File: config.mk
export PLATFORM = sky130hd
export DESIGN_NAME = turtle_move_to_stepper_planner
export DESIGN_NICKNAME = d
export VERILOG_FILES = /design/src/hw/rtl/tmsp_pkg.sv /design/src/hw/rtl/tmsp_sermul.sv /design/src/hw/rtl/tmsp_serdiv.sv /design/src/hw/rtl/tmsp_cordic.sv /design/src/hw/rtl/turtle_move_to_stepper_planner.sv
export SDC_FILE = /design/constraint.sdc
export NUM_CORES = 2
export LEC_CHECK = 0
export BUFFER_PORTS_ARGS = -buffer_cell sky130_fd_sc_hd__buf_2
export CAP_MARGIN = 20
export CORE_ASPECT_RATIO = 0.75
export CORE_MARGIN = 1.5
export CORE_UTILIZATION = 37
export CTS_CLUSTER_DIAMETER = 30
export DETAILED_ROUTE_END_ITERATION = 10
export PLACE_DENSITY_LB_ADDON = 0.3
export SYNTH_ARGS = -nofsm -noshare
export SYNTH_HDL_FRONTEND = slang
export SYNTH_SLANG_ARGS = --single-unit
File: constraint.sdc
create_clock -name i_clk -period 15.61 [get_ports i_clk]
set_input_delay 1.561 -clock i_clk [delete_from_list [all_inputs] [get_ports i_clk]]
set_output_delay 1.561 -clock i_clk [all_outputs]
set_load 0.05 [all_outputs]
File: src/hw/rtl/tmsp_pkg.sv
// shared types, constants and helper functions for the turtle move planner
package tmsp_pkg;

    localparam int COORD_BITS_DEF  = 16;
    localparam int CORDIC_ITER_DEF = 16;

    localparam int UW = 28;   // cordic vector width
    localparam int AW = 27;   // cordic angle width, degrees q11.16
    localparam int MW = 58;   // serial multiplier width
    localparam int DW = 36;   // signed motor distance width

    localparam logic signed [AW-1:0] DEG180_Q16 = 27'sd11796480;
    localparam logic signed [AW-1:0] DEG360_Q16 = 27'sd23592960;
    localparam logic [15:0]          DEG360_Q7  = 16'd46080;
    localparam logic [15:0]          INV_GAIN   = 16'd39797;
    localparam logic [25:0]          TURN_DIV   = 26'd23592960;

    localparam logic [1:0] REG_SPU  = 2'd0;
    localparam logic [1:0] REG_TTR  = 2'd1;
    localparam logic [1:0] REG_BL   = 2'd2;
    localparam logic [1:0] REG_PATH = 2'd3;

    localparam logic [1:0] DIR_NEG = 2'd0;
    localparam logic [1:0] DIR_POS = 2'd1;
    localparam logic [1:0] DIR_UNK = 2'd2;

    typedef enum logic [1:0] {
        CMD_PEN_UP   = 2'd0,
        CMD_PEN_DOWN = 2'd1,
        CMD_MOVE     = 2'd2
    } t_cmd;

    typedef struct packed {
        logic                 done;
        logic signed [UW-1:0] u;
        logic signed [AW-1:0] ang;
    } t_cordic_res;

    function automatic logic signed [AW-1:0] atan_q16(input logic [4:0] i);
        case (i)
            5'd0:    atan_q16 = 27'sd2949120;
            5'd1:    atan_q16 = 27'sd1740967;
            5'd2:    atan_q16 = 27'sd919879;
            5'd3:    atan_q16 = 27'sd466945;
            5'd4:    atan_q16 = 27'sd234379;
            5'd5:    atan_q16 = 27'sd117305;
            5'd6:    atan_q16 = 27'sd58666;
            5'd7:    atan_q16 = 27'sd29335;
            5'd8:    atan_q16 = 27'sd14668;
            5'd9:    atan_q16 = 27'sd7334;
            5'd10:   atan_q16 = 27'sd3667;
            5'd11:   atan_q16 = 27'sd1833;
            5'd12:   atan_q16 = 27'sd917;
            5'd13:   atan_q16 = 27'sd458;
            5'd14:   atan_q16 = 27'sd229;
            5'd15:   atan_q16 = 27'sd115;
            5'd16:   atan_q16 = 27'sd57;
            5'd17:   atan_q16 = 27'sd29;
            5'd18:   atan_q16 = 27'sd14;
            5'd19:   atan_q16 = 27'sd7;
            5'd20:   atan_q16 = 27'sd4;
            5'd21:   atan_q16 = 27'sd2;
            5'd22:   atan_q16 = 27'sd1;
            default: atan_q16 = 27'sd0;
        endcase
    endfunction

    // backlash-compensated, saturated motor count
    function automatic logic [15:0] motor_cnt(input logic signed [DW-1:0] dist_in,
                                              input logic [1:0] dir,
                                              input logic [7:0] bl);
        logic signed [DW:0] c;
        c = (DW+1)'(dist_in);
        if (dir == DIR_NEG && dist_in > 0)
            c = c + $signed({{(DW-7){1'b0}}, bl});
        if (dir == DIR_POS && !(dist_in > 0))
            c = c - $signed({{(DW-7){1'b0}}, bl});
        if (c > 37'sd32767)
            motor_cnt = 16'h7fff;
        else if (c < -37'sd32768)
            motor_cnt = 16'h8000;
        else
            motor_cnt = c[15:0];
    endfunction

endpackage

File: src/hw/rtl/tmsp_sermul.sv
// bit-serial shift-add multiplier, one multiplier bit per cycle
module tmsp_sermul (
    input  logic                    i_clk,
    input  logic                    i_rst_n,
    input  logic                    i_start,
    input  logic [tmsp_pkg::MW-1:0] i_a,
    input  logic [15:0]             i_b,
    output logic                    o_done,
    output logic [tmsp_pkg::MW-1:0] o_p
);
    logic [tmsp_pkg::MW-1:0] r_a, r_acc;
    logic [15:0]             r_b;
    logic [3:0]              r_cnt;
    logic                    r_run, r_done;

    always_ff @(posedge i_clk) begin
        if (!i_rst_n) begin
            r_run  <= 1'b0;
            r_done <= 1'b0;
        end else begin
            r_done <= 1'b0;
            if (i_start) begin
                r_run <= 1'b1;
            end else if (r_run && r_cnt == 4'd15) begin
                r_run  <= 1'b0;
                r_done <= 1'b1;
            end
        end
    end

    always_ff @(posedge i_clk) begin
        if (i_start) begin
            r_a   <= i_a;
            r_b   <= i_b;
            r_acc <= '0;
            r_cnt <= '0;
        end else if (r_run) begin
            if (r_b[0])
                r_acc <= r_acc + r_a;
            r_a   <= {r_a[tmsp_pkg::MW-2:0], 1'b0};
            r_b   <= {1'b0, r_b[15:1]};
            r_cnt <= r_cnt + 4'd1;
        end
    end

    assign o_done = r_done;
    assign o_p    = r_acc;
endmodule

File: src/hw/rtl/tmsp_serdiv.sv
// restoring divider by the turn constant, one quotient bit per cycle
module tmsp_serdiv (
    input  logic        i_clk,
    input  logic        i_rst_n,
    input  logic        i_start,
    input  logic [39:0] i_num,
    output logic        o_done,
    output logic [15:0] o_q
);
    logic [25:0] r_rem;
    logic [15:0] r_low, r_q;
    logic [3:0]  r_cnt;
    logic        r_run, r_done;
    logic [25:0] trial;

    assign trial = {r_rem[24:0], r_low[15]};

    always_ff @(posedge i_clk) begin
        if (!i_rst_n) begin
            r_run  <= 1'b0;
            r_done <= 1'b0;
        end else begin
            r_done <= 1'b0;
            if (i_start) begin
                r_run <= 1'b1;
            end else if (r_run && r_cnt == 4'd15) begin
                r_run  <= 1'b0;
                r_done <= 1'b1;
            end
        end
    end

    always_ff @(posedge i_clk) begin
        if (i_start) begin
            r_rem <= {2'b00, i_num[39:16]};
            r_low <= i_num[15:0];
            r_q   <= '0;
            r_cnt <= '0;
        end else if (r_run) begin
            if (trial >= tmsp_pkg::TURN_DIV) begin
                r_rem <= trial - tmsp_pkg::TURN_DIV;
                r_q   <= {r_q[14:0], 1'b1};
            end else begin
                r_rem <= trial;
                r_q   <= {r_q[14:0], 1'b0};
            end
            r_low <= {r_low[14:0], 1'b0};
            r_cnt <= r_cnt + 4'd1;
        end
    end

    assign o_done = r_done;
    assign o_q    = r_q;
endmodule

File: src/hw/rtl/tmsp_cordic.sv
// iterative vectoring cordic, one micro-rotation per cycle
module tmsp_cordic #(
    parameter int CORDIC_ITERATIONS = tmsp_pkg::CORDIC_ITER_DEF
) (
    input  logic                           i_clk,
    input  logic                           i_rst_n,
    input  logic                           i_start,
    input  logic signed [tmsp_pkg::UW-1:0] i_u,
    input  logic signed [tmsp_pkg::UW-1:0] i_v,
    input  logic signed [tmsp_pkg::AW-1:0] i_ang,
    output tmsp_pkg::t_cordic_res          o_res
);
    localparam int IW = $clog2(CORDIC_ITERATIONS);

    logic signed [tmsp_pkg::UW-1:0] r_u, r_v;
    logic signed [tmsp_pkg::AW-1:0] r_ang;
    logic [IW-1:0]                  r_i;
    logic                           r_run, r_done;
    logic signed [tmsp_pkg::UW-1:0] u_sh, v_sh;
    logic signed [tmsp_pkg::AW-1:0] atan_i;

    assign u_sh   = r_u >>> r_i;
    assign v_sh   = r_v >>> r_i;
    assign atan_i = tmsp_pkg::atan_q16(5'(r_i));

    always_ff @(posedge i_clk) begin
        if (!i_rst_n) begin
            r_run  <= 1'b0;
            r_done <= 1'b0;
        end else begin
            r_done <= 1'b0;
            if (i_start) begin
                r_run <= 1'b1;
            end else if (r_run && r_i == IW'(CORDIC_ITERATIONS - 1)) begin
                r_run  <= 1'b0;
                r_done <= 1'b1;
            end
        end
    end

    always_ff @(posedge i_clk) begin
        if (i_start) begin
            r_u   <= i_u;
            r_v   <= i_v;
            r_ang <= i_ang;
            r_i   <= '0;
        end else if (r_run) begin
            if (r_v > 0) begin
                r_u   <= r_u + v_sh;
                r_v   <= r_v - u_sh;
                r_ang <= r_ang + atan_i;
            end else begin
                r_u   <= r_u - v_sh;
                r_v   <= r_v + u_sh;
                r_ang <= r_ang - atan_i;
            end
            r_i <= r_i + IW'(1);
        end
    end

    assign o_res.done = r_done;
    assign o_res.u    = r_u;
    assign o_res.ang  = r_ang;
endmodule

File: src/hw/rtl/turtle_move_to_stepper_planner.sv
// top level: turtle goto planner with backlash-compensated stepper commands
//
// channel  | direction | tdata                          | tuser        | tlast
// s_axis   | in        | target_x[15:0] target_y[31:16] | pen_raised   | -
// m_axis   | out       | left[15:0] right[31:16]        | command[1:0] | last
// cfg      | in        | write enable, index, 16 bit data
//
// a target at the current position gives only a pen-up; otherwise the sequencer runs the cordic,
// the multiplies and, with a turn, the divide, and skips the pen-down with the pen raised;
// the work is done by the cordic iterations, the shared 16-step serial multiplier and the serial divider.
// reset is synchronous and active low and clears position, heading and directions.
// a stalled m_axis holds the sequencer at the next command; s_axis takes a target when idle.
module turtle_move_to_stepper_planner #(
    parameter int COORD_BITS        = tmsp_pkg::COORD_BITS_DEF,
    parameter int CORDIC_ITERATIONS = tmsp_pkg::CORDIC_ITER_DEF
) (
    input  logic        i_clk,
    input  logic        i_rst_n,
    input  logic        s_axis_tvalid,
    output logic        s_axis_tready,
    input  logic [31:0] s_axis_tdata,   // target_x, target_y
    input  logic        s_axis_tuser,   // pen_raised
    output logic        m_axis_tvalid,
    input  logic        m_axis_tready,
    output logic [31:0] m_axis_tdata,   // left_steps, right_steps
    output logic [1:0]  m_axis_tuser,   // command
    output logic        m_axis_tlast,
    input  logic        i_cfg_we,
    input  logic [1:0]  i_cfg_idx,
    input  logic [15:0] i_cfg_data
);
    localparam int CW = (COORD_BITS < 16) ? COORD_BITS : 16;
    localparam int SH = 16 - CW;
    localparam int UW = tmsp_pkg::UW;
    localparam int AW = tmsp_pkg::AW;
    localparam int MW = tmsp_pkg::MW;
    localparam int DW = tmsp_pkg::DW;

    typedef enum logic [11:0] {
        S_IDLE  = 12'b000000000001,
        S_PEN   = 12'b000000000010,
        S_VEC   = 12'b000000000100,
        S_MULR  = 12'b000000001000,
        S_MULA  = 12'b000000010000,
        S_MULB  = 12'b000000100000,
        S_MULT1 = 12'b000001000000,
        S_MULT2 = 12'b000010000000,
        S_DIV   = 12'b000100000000,
        S_TURN  = 12'b001000000000,
        S_PDN   = 12'b010000000000,
        S_FWD   = 12'b100000000000
    } t_state;

    t_state r_state, n_state;

    logic [15:0] r_spu, r_ttr, r_path;
    logic [7:0]  r_bl;
    logic signed [15:0] r_pos_x, r_pos_y, r_tx, r_ty;
    logic [15:0] r_heading, r_bear;
    logic [1:0]  r_dir_l, r_dir_r;
    logic        r_raised;
    logic signed [9:0] r_dh;
    logic [33:0] r_fwd;
    logic [15:0] r_turn;

    logic        r_ovalid, r_olast;
    logic [31:0] r_odata;
    logic [1:0]  r_ouser;

    logic s_acc, out_free, same;
    assign s_axis_tready = (r_state == S_IDLE);
    assign s_acc    = s_axis_tvalid && s_axis_tready;
    assign out_free = !r_ovalid || m_axis_tready;
    assign same     = (r_tx == r_pos_x) && (r_ty == r_pos_y);

    // config
    always_ff @(posedge i_clk) begin
        if (!i_rst_n) begin
            r_spu  <= 16'd256;
            r_ttr  <= 16'd256;
            r_bl   <= 8'd0;
            r_path <= 16'd256;
        end else if (i_cfg_we) begin
            case (i_cfg_idx)
                tmsp_pkg::REG_SPU:  r_spu  <= i_cfg_data;
                tmsp_pkg::REG_TTR:  r_ttr  <= i_cfg_data;
                tmsp_pkg::REG_BL:   r_bl   <= i_cfg_data[7:0];
                tmsp_pkg::REG_PATH: r_path <= i_cfg_data;
                default: ;
            endcase
        end
    end

    // cordic setup
    logic signed [16:0] dx, dy;
    logic signed [UW-1:0] u0, v0, cu, cv;
    logic signed [AW-1:0] cang;
    assign dx = 17'(r_tx) - 17'(r_pos_x);
    assign dy = 17'(r_ty) - 17'(r_pos_y);
    assign u0 = -(UW'(dy) <<< 8);
    assign v0 = UW'(dx) <<< 8;
    always_comb begin
        if (u0 < 0) begin
            cu   = -u0;
            cv   = -v0;
            cang = tmsp_pkg::DEG180_Q16;
        end else begin
            cu   = u0;
            cv   = v0;
            cang = '0;
        end
    end

    logic cor_start;
    tmsp_pkg::t_cordic_res cor;
    assign cor_start = (r_state == S_PEN) && out_free && !same;

    tmsp_cordic #(.CORDIC_ITERATIONS(CORDIC_ITERATIONS)) u_cordic (
        .i_clk   (i_clk),
        .i_rst_n (i_rst_n),
        .i_start (cor_start),
        .i_u     (cu),
        .i_v     (cv),
        .i_ang   (cang),
        .o_res   (cor)
    );

    // bearing and heading difference
    logic signed [AW-1:0] ang_pos;
    logic [15:0] b_raw, bear;
    logic signed [16:0] diff;
    logic [15:0] diff_mag;
    logic signed [9:0] dh_raw, dh;
    always_comb begin
        ang_pos = (cor.ang < 0) ? cor.ang + tmsp_pkg::DEG360_Q16 : cor.ang;
        b_raw   = ang_pos[24:9];
        bear    = (b_raw >= tmsp_pkg::DEG360_Q7) ? b_raw - tmsp_pkg::DEG360_Q7 : b_raw;
        diff    = $signed({1'b0, r_heading}) - $signed({1'b0, bear});
        diff_mag = (diff < 0) ? 16'(-diff) : 16'(diff);
        dh_raw  = (diff < 0) ? -$signed({1'b0, diff_mag[15:7]})
                             : $signed({1'b0, diff_mag[15:7]});
        dh = dh_raw;
        if (dh_raw > 10'sd180)
            dh = dh_raw - 10'sd360;
        if (dh_raw < -10'sd180)
            dh = dh_raw + 10'sd360;
    end

    // shared serial multiplier and single-use serial divider
    logic          mul_start, mul_done, div_start, div_done;
    logic [MW-1:0] mul_a, mul_p;
    logic [15:0]   mul_b, div_q;
    logic [7:0]    dh_mag;
    assign dh_mag = (r_dh < 0) ? 8'(-r_dh) : 8'(r_dh);

    always_comb begin
        mul_start = 1'b0;
        mul_a     = '0;
        mul_b     = '0;
        case (r_state)
            S_VEC: begin
                mul_start = cor.done;
                mul_a     = {{(MW-UW){1'b0}}, cor.u};
                mul_b     = tmsp_pkg::INV_GAIN;
            end
            S_MULR: begin
                mul_start = mul_done;
                mul_a     = {16'd0, mul_p[MW-1:16]};
                mul_b     = r_path;
            end
            S_MULA: begin
                mul_start = mul_done;
                mul_a     = mul_p;
                mul_b     = r_spu;
            end
            S_MULB: begin
                mul_start = mul_done && (r_dh != 10'sd0);
                mul_a     = {{(MW-8){1'b0}}, dh_mag};
                mul_b     = r_ttr;
            end
            S_MULT1: begin
                mul_start = mul_done;
                mul_a     = mul_p;
                mul_b     = r_spu;
            end
            default: ;
        endcase
    end
    assign div_start = (r_state == S_MULT2) && mul_done;

    tmsp_sermul u_mul (
        .i_clk   (i_clk),
        .i_rst_n (i_rst_n),
        .i_start (mul_start),
        .i_a     (mul_a),
        .i_b     (mul_b),
        .o_done  (mul_done),
        .o_p     (mul_p)
    );

    tmsp_serdiv u_div (
        .i_clk   (i_clk),
        .i_rst_n (i_rst_n),
        .i_start (div_start),
        .i_num   (mul_p[39:0]),
        .o_done  (div_done),
        .o_q     (div_q)
    );

    // motor counts
    logic signed [DW-1:0] turn_s, fwd_s;
    logic [15:0] turn_l, turn_r, fwd_l, fwd_r;
    assign turn_s = (r_dh > 0) ? -$signed({20'd0, r_turn}) : $signed({20'd0, r_turn});
    assign fwd_s  = $signed({2'b00, r_fwd});
    assign turn_l = tmsp_pkg::motor_cnt(turn_s, r_dir_l, r_bl);
    assign turn_r = tmsp_pkg::motor_cnt(turn_s, r_dir_r, r_bl);
    assign fwd_l  = tmsp_pkg::motor_cnt(fwd_s, r_dir_l, r_bl);
    assign fwd_r  = tmsp_pkg::motor_cnt(-fwd_s, r_dir_r, r_bl);

    // sequencer
    logic emit, e_last;
    logic [1:0]  e_cmd;
    logic [31:0] e_data;
    always_comb begin
        n_state = r_state;
        emit    = 1'b0;
        e_last  = 1'b0;
        e_cmd   = tmsp_pkg::CMD_PEN_UP;
        e_data  = '0;
        case (r_state)
            S_IDLE:  if (s_acc) n_state = S_PEN;
            S_PEN: begin
                if (out_free) begin
                    emit    = 1'b1;
                    e_last  = same;
                    n_state = same ? S_IDLE : S_VEC;
                end
            end
            S_VEC:   if (cor.done) n_state = S_MULR;
            S_MULR:  if (mul_done) n_state = S_MULA;
            S_MULA:  if (mul_done) n_state = S_MULB;
            S_MULB: begin
                if (mul_done) begin
                    if (r_dh != 10'sd0)
                        n_state = S_MULT1;
                    else
                        n_state = r_raised ? S_FWD : S_PDN;
                end
            end
            S_MULT1: if (mul_done) n_state = S_MULT2;
            S_MULT2: if (mul_done) n_state = S_DIV;
            S_DIV:   if (div_done) n_state = S_TURN;
            S_TURN: begin
                if (out_free) begin
                    emit    = 1'b1;
                    e_cmd   = tmsp_pkg::CMD_MOVE;
                    e_data  = {turn_r, turn_l};
                    n_state = r_raised ? S_FWD : S_PDN;
                end
            end
            S_PDN: begin
                if (out_free) begin
                    emit    = 1'b1;
                    e_cmd   = tmsp_pkg::CMD_PEN_DOWN;
                    n_state = S_FWD;
                end
            end
            S_FWD: begin
                if (out_free) begin
                    emit    = 1'b1;
                    e_last  = 1'b1;
                    e_cmd   = tmsp_pkg::CMD_MOVE;
                    e_data  = {fwd_r, fwd_l};
                    n_state = S_IDLE;
                end
            end
            default: n_state = S_IDLE;
        endcase
    end

    logic signed [15:0] in_x, in_y;
    assign in_x = $signed(s_axis_tdata[15:0] << SH) >>> SH;
    assign in_y = $signed(s_axis_tdata[31:16] << SH) >>> SH;

    always_ff @(posedge i_clk) begin
        if (!i_rst_n) begin
            r_state   <= S_IDLE;
            r_ovalid  <= 1'b0;
            r_pos_x   <= '0;
            r_pos_y   <= '0;
            r_heading <= '0;
            r_dir_l   <= tmsp_pkg::DIR_UNK;
            r_dir_r   <= tmsp_pkg::DIR_UNK;
        end else begin
            r_state <= n_state;
            if (emit)
                r_ovalid <= 1'b1;
            else if (m_axis_tready)
                r_ovalid <= 1'b0;
            if (r_state == S_TURN && out_free) begin
                r_dir_l <= (turn_s > 0) ? tmsp_pkg::DIR_POS : tmsp_pkg::DIR_NEG;
                r_dir_r <= (turn_s > 0) ? tmsp_pkg::DIR_POS : tmsp_pkg::DIR_NEG;
            end
            if (r_state == S_FWD && out_free) begin
                r_dir_l   <= (fwd_s > 0) ? tmsp_pkg::DIR_POS : tmsp_pkg::DIR_NEG;
                r_dir_r   <= (-fwd_s > 0) ? tmsp_pkg::DIR_POS : tmsp_pkg::DIR_NEG;
                r_pos_x   <= r_tx;
                r_pos_y   <= r_ty;
                r_heading <= r_bear;
            end
        end
    end

    always_ff @(posedge i_clk) begin
        if (s_acc) begin
            r_tx     <= in_x;
            r_ty     <= in_y;
            r_raised <= s_axis_tuser;
        end
        if (r_state == S_VEC && cor.done) begin
            r_bear <= bear;
            r_dh   <= dh;
        end
        if (r_state == S_MULB && mul_done)
            r_fwd <= mul_p[57:24];
        if (r_state == S_DIV && div_done)
            r_turn <= div_q;
        if (emit) begin
            r_odata <= e_data;
            r_ouser <= e_cmd;
            r_olast <= e_last;
        end
    end

    assign m_axis_tvalid = r_ovalid;
    assign m_axis_tdata  = r_odata;
    assign m_axis_tuser  = r_ouser;
    assign m_axis_tlast  = r_olast;

    a_onehot: assert property (@(posedge i_clk) disable iff (!i_rst_n) $onehot(r_state))
        else $error("state not one-hot");
    a_accept_pen: assert property (@(posedge i_clk) disable iff (!i_rst_n)
        s_acc |=> r_state == S_PEN)
        else $error("accepted target did not start with pen-up");
    a_last_idle: assert property (@(posedge i_clk) disable iff (!i_rst_n)
        (emit && e_last) |=> r_state == S_IDLE)
        else $error("last command not followed by idle");
    a_mul_state: assert property (@(posedge i_clk) disable iff (!i_rst_n)
        mul_done |-> (r_state == S_MULR || r_state == S_MULA || r_state == S_MULB
                      || r_state == S_MULT1 || r_state == S_MULT2))
        else $error("multiplier finished outside a multiply step");
endmodule

# After elaboration in Yosys (flattened, before gate mapping)
# Memory sizes are Yosys's and may differ from the RTL's. A register that Yosys moved wholly into a read port is not among the register bits.
# Index checks and enable logic that the tools add are counted.
# op_classes
add_sub_neg,33
magnitude_cmp,21
eq_ne,34
shift,2
mux,94
bitwise,1
reduce_logical,53
# ops
operator,n
37-bit two-way mux,7
58-bit case mux with 4 select lines,1
16-bit two-way mux,14
28-bit two-way mux,8
12-bit two-way mux,14
"37-bit by 16-bit > comparator with 1-bit output, second input constant",4
"37-bit by 16-bit < comparator with 1-bit output, second input constant",4
37-bit by 9-bit subtractor with 37-bit output,4
12-bit case mux with 12 select lines,1
58-bit two-way mux,2
27-bit two-way mux,3
36-bit by 9-bit adder with 37-bit output,2
"36-bit by 1-bit > comparator with 1-bit output, second input constant",2
24-bit two-way mux,3
32-bit two-way mux,2
16-bit case mux with 4 select lines,1
32-bit case mux with 2 select lines,1
58-bit adder,1
28-bit adder,2
25-bit negator with 28-bit output,2
28-bit by 4-bit >>> shifter with 28-bit output,2
28-bit subtractor,2
16-bit by 16-bit subtractor with 17-bit output,3
25-bit two-way mux,2
other kinds (67),151
# word_totals
reg_bits,555
romBits,352
inputBits,56
output_inout_bits,37
elab_cells,279
mem_count,1
# memory_table
name,depth,word_bits,rd,rd_ports_with_merged_regs,write_ports,line,rtl
(no name shown),16,22,1,1,0,tmsp_pkg.sv:40,case (i)

# Logic depth before layout (Yosys ltp)
# logic_depth
ltp_word,12
depth_mapped,34
depth_no_buf,31

# By module
# A second synthesis with hierarchy kept.
# hier_totals
hier_cells,5381
area_unflattened_um2,46687.3
# modules_own_cells
module,n_inst,cells_each,area_each_um2,seq_area_each_um2
turtle_move_to_stepper_planner,1,2675,21968.6,6726.5
tmsp_cordic,1,1597,13294.0,3052.9
tmsp_sermul,1,914,8742.1,3503.4
tmsp_serdiv,1,195,2682.6,1661.6

# Least setup slack after synthesis
# Ideal clock, no wire load.
# synth_path
path_type,register -> register
startpoint,register r_fwd[18]
endpoint,"register r_odata[30], in the netlist m_axis_tdata[30], data pin"
setup_time_ns,0.165
t_arrival_ns,7.407
required_time_ns,15.445
path_slack_ns,8.038
path_stages_with_launch,26
n_path_buf,2
synth_period_minus_slack_ns,7.572
cell_sequence,edfxtp_1 or4_1 or4b_1 buf_2 nor3_2 nand3b_1 nor2_1 nand2_1 nor3_1 mux2_2 ha_1 a21o_1 a21oi_1 o21bai_1 a21oi_1 o21bai_1 a211o_1 nor3_2 or3b_1 a211o_1 a2111oi_2 nand4_1 or4_1 o32a_1 buf_6 o221ai_1
# synth_between
elab_chain_cells,11
elab_cells_between_ends,15
classes_between,add/sub: 3; order compare: 3; mux: 6; reduce/logical: 3
# synth_lines
element,line,rtl
start: declaration,turtle_move_to_stepper_planner.sv:63,logic [33:0] r_fwd;
start signal: assignment,turtle_move_to_stepper_planner.sv:325,r_fwd <= mul_p[57:24];
34-bit negator with 36-bit output (*),turtle_move_to_stepper_planner.sv:218,"assign fwd_r = tmsp_pkg::motor_cnt(-fwd_s, r_dir_r, r_bl);"
36-bit by 1-bit > comparator with 1-bit output,"tmsp_pkg.sv:74, tmsp_pkg.sv:76",
1-bit logical AND,tmsp_pkg.sv:74,if (dir == DIR_NEG && dist_in > 0)
37-bit two-way mux,tmsp_pkg.sv:74,
37-bit by 9-bit subtractor with 37-bit output,tmsp_pkg.sv:77,"c = c - $signed({{(DW-7){1'b0}}, bl});"
37-bit two-way mux (*),tmsp_pkg.sv:76,if (dir == DIR_POS && !(dist_in > 0))
37-bit by 16-bit < comparator with 1-bit output,tmsp_pkg.sv:80,else if (c < -37'sd32768)
16-bit two-way mux,tmsp_pkg.sv:80,
16-bit two-way mux (*),tmsp_pkg.sv:78,if (c > 37'sd32767)
32-bit two-way mux (*),turtle_move_to_stepper_planner.sv:269,if (out_free) begin
32-bit case mux with 2 select lines (*),turtle_move_to_stepper_planner.sv:230,case (r_state)
end signal: assignment,turtle_move_to_stepper_planner.sv:329,r_odata <= e_data;
end: declaration,turtle_move_to_stepper_planner.sv:67,logic [31:0] r_odata;
# Mark *: on every way between the ends. The rest lies on a longest branch, timed or not.
# A chain may end at the register's enable or synchronous reset.

# Worst setup path in the final report
# layout_path
startpoint,register r_fwd[16]
endpoint,"register r_odata[17], in the netlist m_axis_tdata[17], data pin"
# The elaborated chain is that of the path after synthesis.

==> results.py <==
metrics = {
    "yosys": {
        "synth_simple_gate_area_share_pct": 20.23,
        "post_synth_instance_area_sq_um": 43550,
        "synthXorXnorAreaFrac_pct": 8.437,
        "synth.distinct_cells": 104,
        "synth_cells": 5136,
        "yosys_warnings": 0,
        "postSynthNetCount": 5473,
        "synth_top_area_share_pct": 23.51,
        "synth_top_family_by_area": "compound AO/OA/AOI/OAI gates",
        "postSynth.asyncResetShare_pct": 0,
        "share_of_synthesized_cell_area_in_full_adder_half_adder_and_majority_cells_pct": 8.314,
        "ys_seq_area_share_pct": 34.31,
        "synth.area.mux_share_pct": 4.367,
        "synth_ff_type": "sky130_fd_sc_hd__edfxtp_1",
        "synth_top_cell_by_area": "sky130_fd_sc_hd__edfxtp_1",
        "yosys-top-cells-area": "sky130_fd_sc_hd__edfxtp_1 24%, sky130_fd_sc_hd__dfxtp_1 11%, sky130_fd_sc_hd__ha_1 7.7%",
        "synth_edf_count": 341,
        "mean_instance_size_in_the_synthesized_netlist_sq_um": 8.480,
        "ys_seq_elements": 576,
        "synth_area_in_compound_gates_pct": 20.28,
    },
    "routing": {
        "avgRoutedWirePerCell_um": 19.26,
        "route.vias.total": 38140,
        "avgViaCountPerCell": 5.627,
        "remaining_drc_errors": 0,
        "wl_mm": 130.6,
        "antenna_violating_nets_post_route": 0,
        "drt_first_iter_violations": 3711,
        "drt_pass1_iterations": 7,
    },
    "worst_setup_path": {
        "rr_endpoint": "m_axis_tdata[17]",
        "reg2reg_setup_slack_ps": 6660,
        "critical_path_cell_sequence": "or4_1 -> or4b_1 -> nor3_2 -> nand3b_1 -> nor2_1 -> nand2_1 -> nor3_1 -> a21oi_1 -> fa_1 -> a21o_1 -> a21oi_1 -> o21bai_1 -> a21oi_1 -> o21bai_1 -> a211o_1 -> nor3_2 -> or3b_1 -> a211o_1 -> a2111oi_2 -> nand4_1 -> or4_1 -> o32a_1 -> o221ai_1",
        "worst-r2r-cell-count": 23,
        "critical_path.n_buffers_inverters": 0,
        "crit_family": "simple AND/OR/NAND/NOR gates",
        "crit_slowest_cell": "sky130_fd_sc_hd__nor3_1",
        "worst_ep_required_time_ps": 16140,
        "cp_max_fo": 15,
        "crit_top_cell": "sky130_fd_sc_hd__a21oi_1",
        "setup.worst_path.start_class": "flop",
        "cp.arrival_ps": 9490,
        "critical-path-max-stage-delay_ps": 860,
        "timing_worst_setup_path_type": "flop to flop",
        "r2r_start": "r_fwd[16]",
        "worstSetupEndpointType": "flop",
    },
    "final_layout": {
        "layout.cells.most_common_list": "704 x sky130_fd_sc_hd__nand2_1, 506 x sky130_fd_sc_hd__nor2_1, 379 x sky130_fd_sc_hd__a21oi_1, 341 x sky130_fd_sc_hd__edfxtp_1, 273 x sky130_fd_sc_hd__o21ai_0",
        "post_route_cells_drive_above_1_share_pct": 9.277,
        "fin_util_pct": 42.59,
        "layout_commonest_cell": "sky130_fd_sc_hd__nand2_1",
        "area.growth.synth_to_final_pct": 13.64,
        "antennaDiodeCount": 0,
        "layoutNonFillerInstCount": 6779,
        "num-nets-final": 5482,
    },
    "placed_design": {
        "numPortBuffers": 92,
        "placed_cells": 6574,
        "place.gp.congestion": 0.9612,
        "detailedPlacementHpwl_mm": 94.92,
    },
    "die": {
        "ioPinCount": 93,
        "floorplan.die.width_um": 399.2,
        "floorplan.core_area_sq_um": 116200,
        "placement_rows": 108,
        "die_h_um": 300.1,
        "initial_core_util_pct": 37.48,
        "die-area_sq_um": 119800,
    },
    "global_route": {
        "grt.met2_usage_pct": 30.54,
        "grt_use_met3_pct": 4.823,
        "grt_antenna_before_repair": 4,
        "grt_start_max_net_pins": 99,
        "overall_track_demand_over_capacity_in_global_routing_pct": 21.31,
        "most_used_layer_global_route": "met1",
        "grt.overflow.total": 0,
        "grt_pass1_vias": 35090,
        "grt_util_met1_pct": 31.40,
        "grt_first_pass_wirelength_mm": 202.3,
    },
    "clocking": {
        "cts_tree": "done",
        "clk_pin_slew_ps": 60,
        "cts_hold_buf": 0,
        "insertion_delay_ps": 730,
        "cts_sinks": 576,
        "post_cts_setup_driven_buffer_insertion_count": 0,
        "htree_levels": 3,
        "cts_buffer_depth": 3,
        "cts_root_buffer": "sky130_fd_sc_hd__clkbuf_16",
        "tritoncts.num_buffers": 106,
        "cts_resized": 0,
    },
    "run": {
        "cap_violations": 0,
    },
    "power": {
        "worst_ir_drop_vdd_mv": 0.1602,
        "fin_total_pwr_w": 0.008732,
        "power.density_cell_area_nw_per_um2": 176.4,
        "power_leakage_nw": 19.29,
    },
    "sta": {
        "setup_viol": 0,
        "slew_at_the_pin_closest_to_its_max_slew_limit_ps": 1046,
        "slew_headroom_pct": 28.50,
        "timing.final.hold_violations": 0,
        "max_clk_rate_ghz": 0.1117,
        "final_min_period_over_clock_period_pct": 57.36,
        "rsz0062_at_grt": "false",
        "final_max_slew_viol_count": 0,
        "period_needed_ps": 8954,
        "totalNegativeSetupSlack_ps": 0,
        "finClkSkew_ps": 45.06,
    },
    "min_path": {
        "min_from": "u_div.o_q[15]",
        "hold_path_class": "flop to flop",
        "hold_path_end": "r_turn[15]",
        "whs_path_depth": 0,
    },
    "outcome": {
        "result_of_the_run": "finished, final reports clean",
    },
}
## worst reg2reg max path, delay by kind of cell, from the launching register on
kind / cells / cell delay (ps)
flops: 1 / 510
fa+ha+maj: 1 / 500
simple gates: 11 / 4620
compound gates: 11 / 3140
## worst max-delay path by stage
| stage | end | startpoint | slack [ps] | depth (start not counted) |
|---|---|---|---|---|
| after floorplan | m_axis_tdata[30] | r_fwd[18] | 8040 | 25 |
| after global placement | m_axis_tdata[18] | r_fwd[16] | 7090 | 23 |
| after detailed placement | m_axis_tdata[17] | r_fwd[16] | 6780 | 23 |
| after CTS | m_axis_tdata[17] | r_fwd[16] | 6770 | 23 |
| after global routing | m_axis_tdata[16] | r_fwd[16] | 6080 | 23 |
| final | m_axis_tdata[17] | r_fwd[16] | 6660 | 23 |
## cells in the mapped netlist (all sizes together) (120+ instances only)
cell type / number
xor2: 161
inv: 221
a21boi: 121
ha: 267
xnor2: 255
edfxtp: 341
a21oi: 381
nor2: 510
o21ai: 279
clkbuf: 200
dfxtp: 235
nor3: 120
nand2: 707
## per-stage QoR
step / hold WS [ps] / worst slack (ps) / area (sq um)
4_1_cts: 428.9 / 6771 / 49460
5_1_grt: 440.0 / 6083 / 49490
6_report: 426.5 / 6656 / 49490
2_1_floorplan: 407.6 / 8038 / 43550
3_3_place_gp: 411.3 / 7093 / 45470
3_5_place_dp: 414.0 / 6779 / 45480
## area by class of cell
type	count	area (sq um)
clock buffer	127	2948
fill	11490	66720
multi-input combinational	4099	26970
sequential	576	14950
inverter	222	833.3
timing repair buffer	140	839.6
clock inverter	75	1031
tap	1540	1927
## registers in the layout, summed over array words and instances (netlist names), 22 cells and up
register	cells
m_axis_tdata	32
r_fwd	34
u_cordic.atan_i	22
u_cordic.r_ang	27
u_cordic.r_u	28
u_cordic.r_v	28
u_div.r_rem	25
u_mul.o_p	58
u_mul.r_a	58
## logic make-up after synthesis
group,count (synthesis)
buf+inv,461
flops,576
fa+ha+maj,281
mux,150
compound gates,1355
simple gates,1896
xor+xnor,417
## report_power, final
group	leakage (nW)	switching (W)	internal, W
clock network	1.93	0.000898	0.00162
logic	12.4	0.00237	0.00175
registers	4.96	0.000163	0.00193
## routing by layer
layer | share of wire (%) | up-vias
met5 | 0 | -
met4 | 2.9 | 0
met3 | 8.5 | 225
met2 | 41 | 1334
met1 | 48 | 17980
li1 | - | 18610
(Power assumes the default switching activity.)
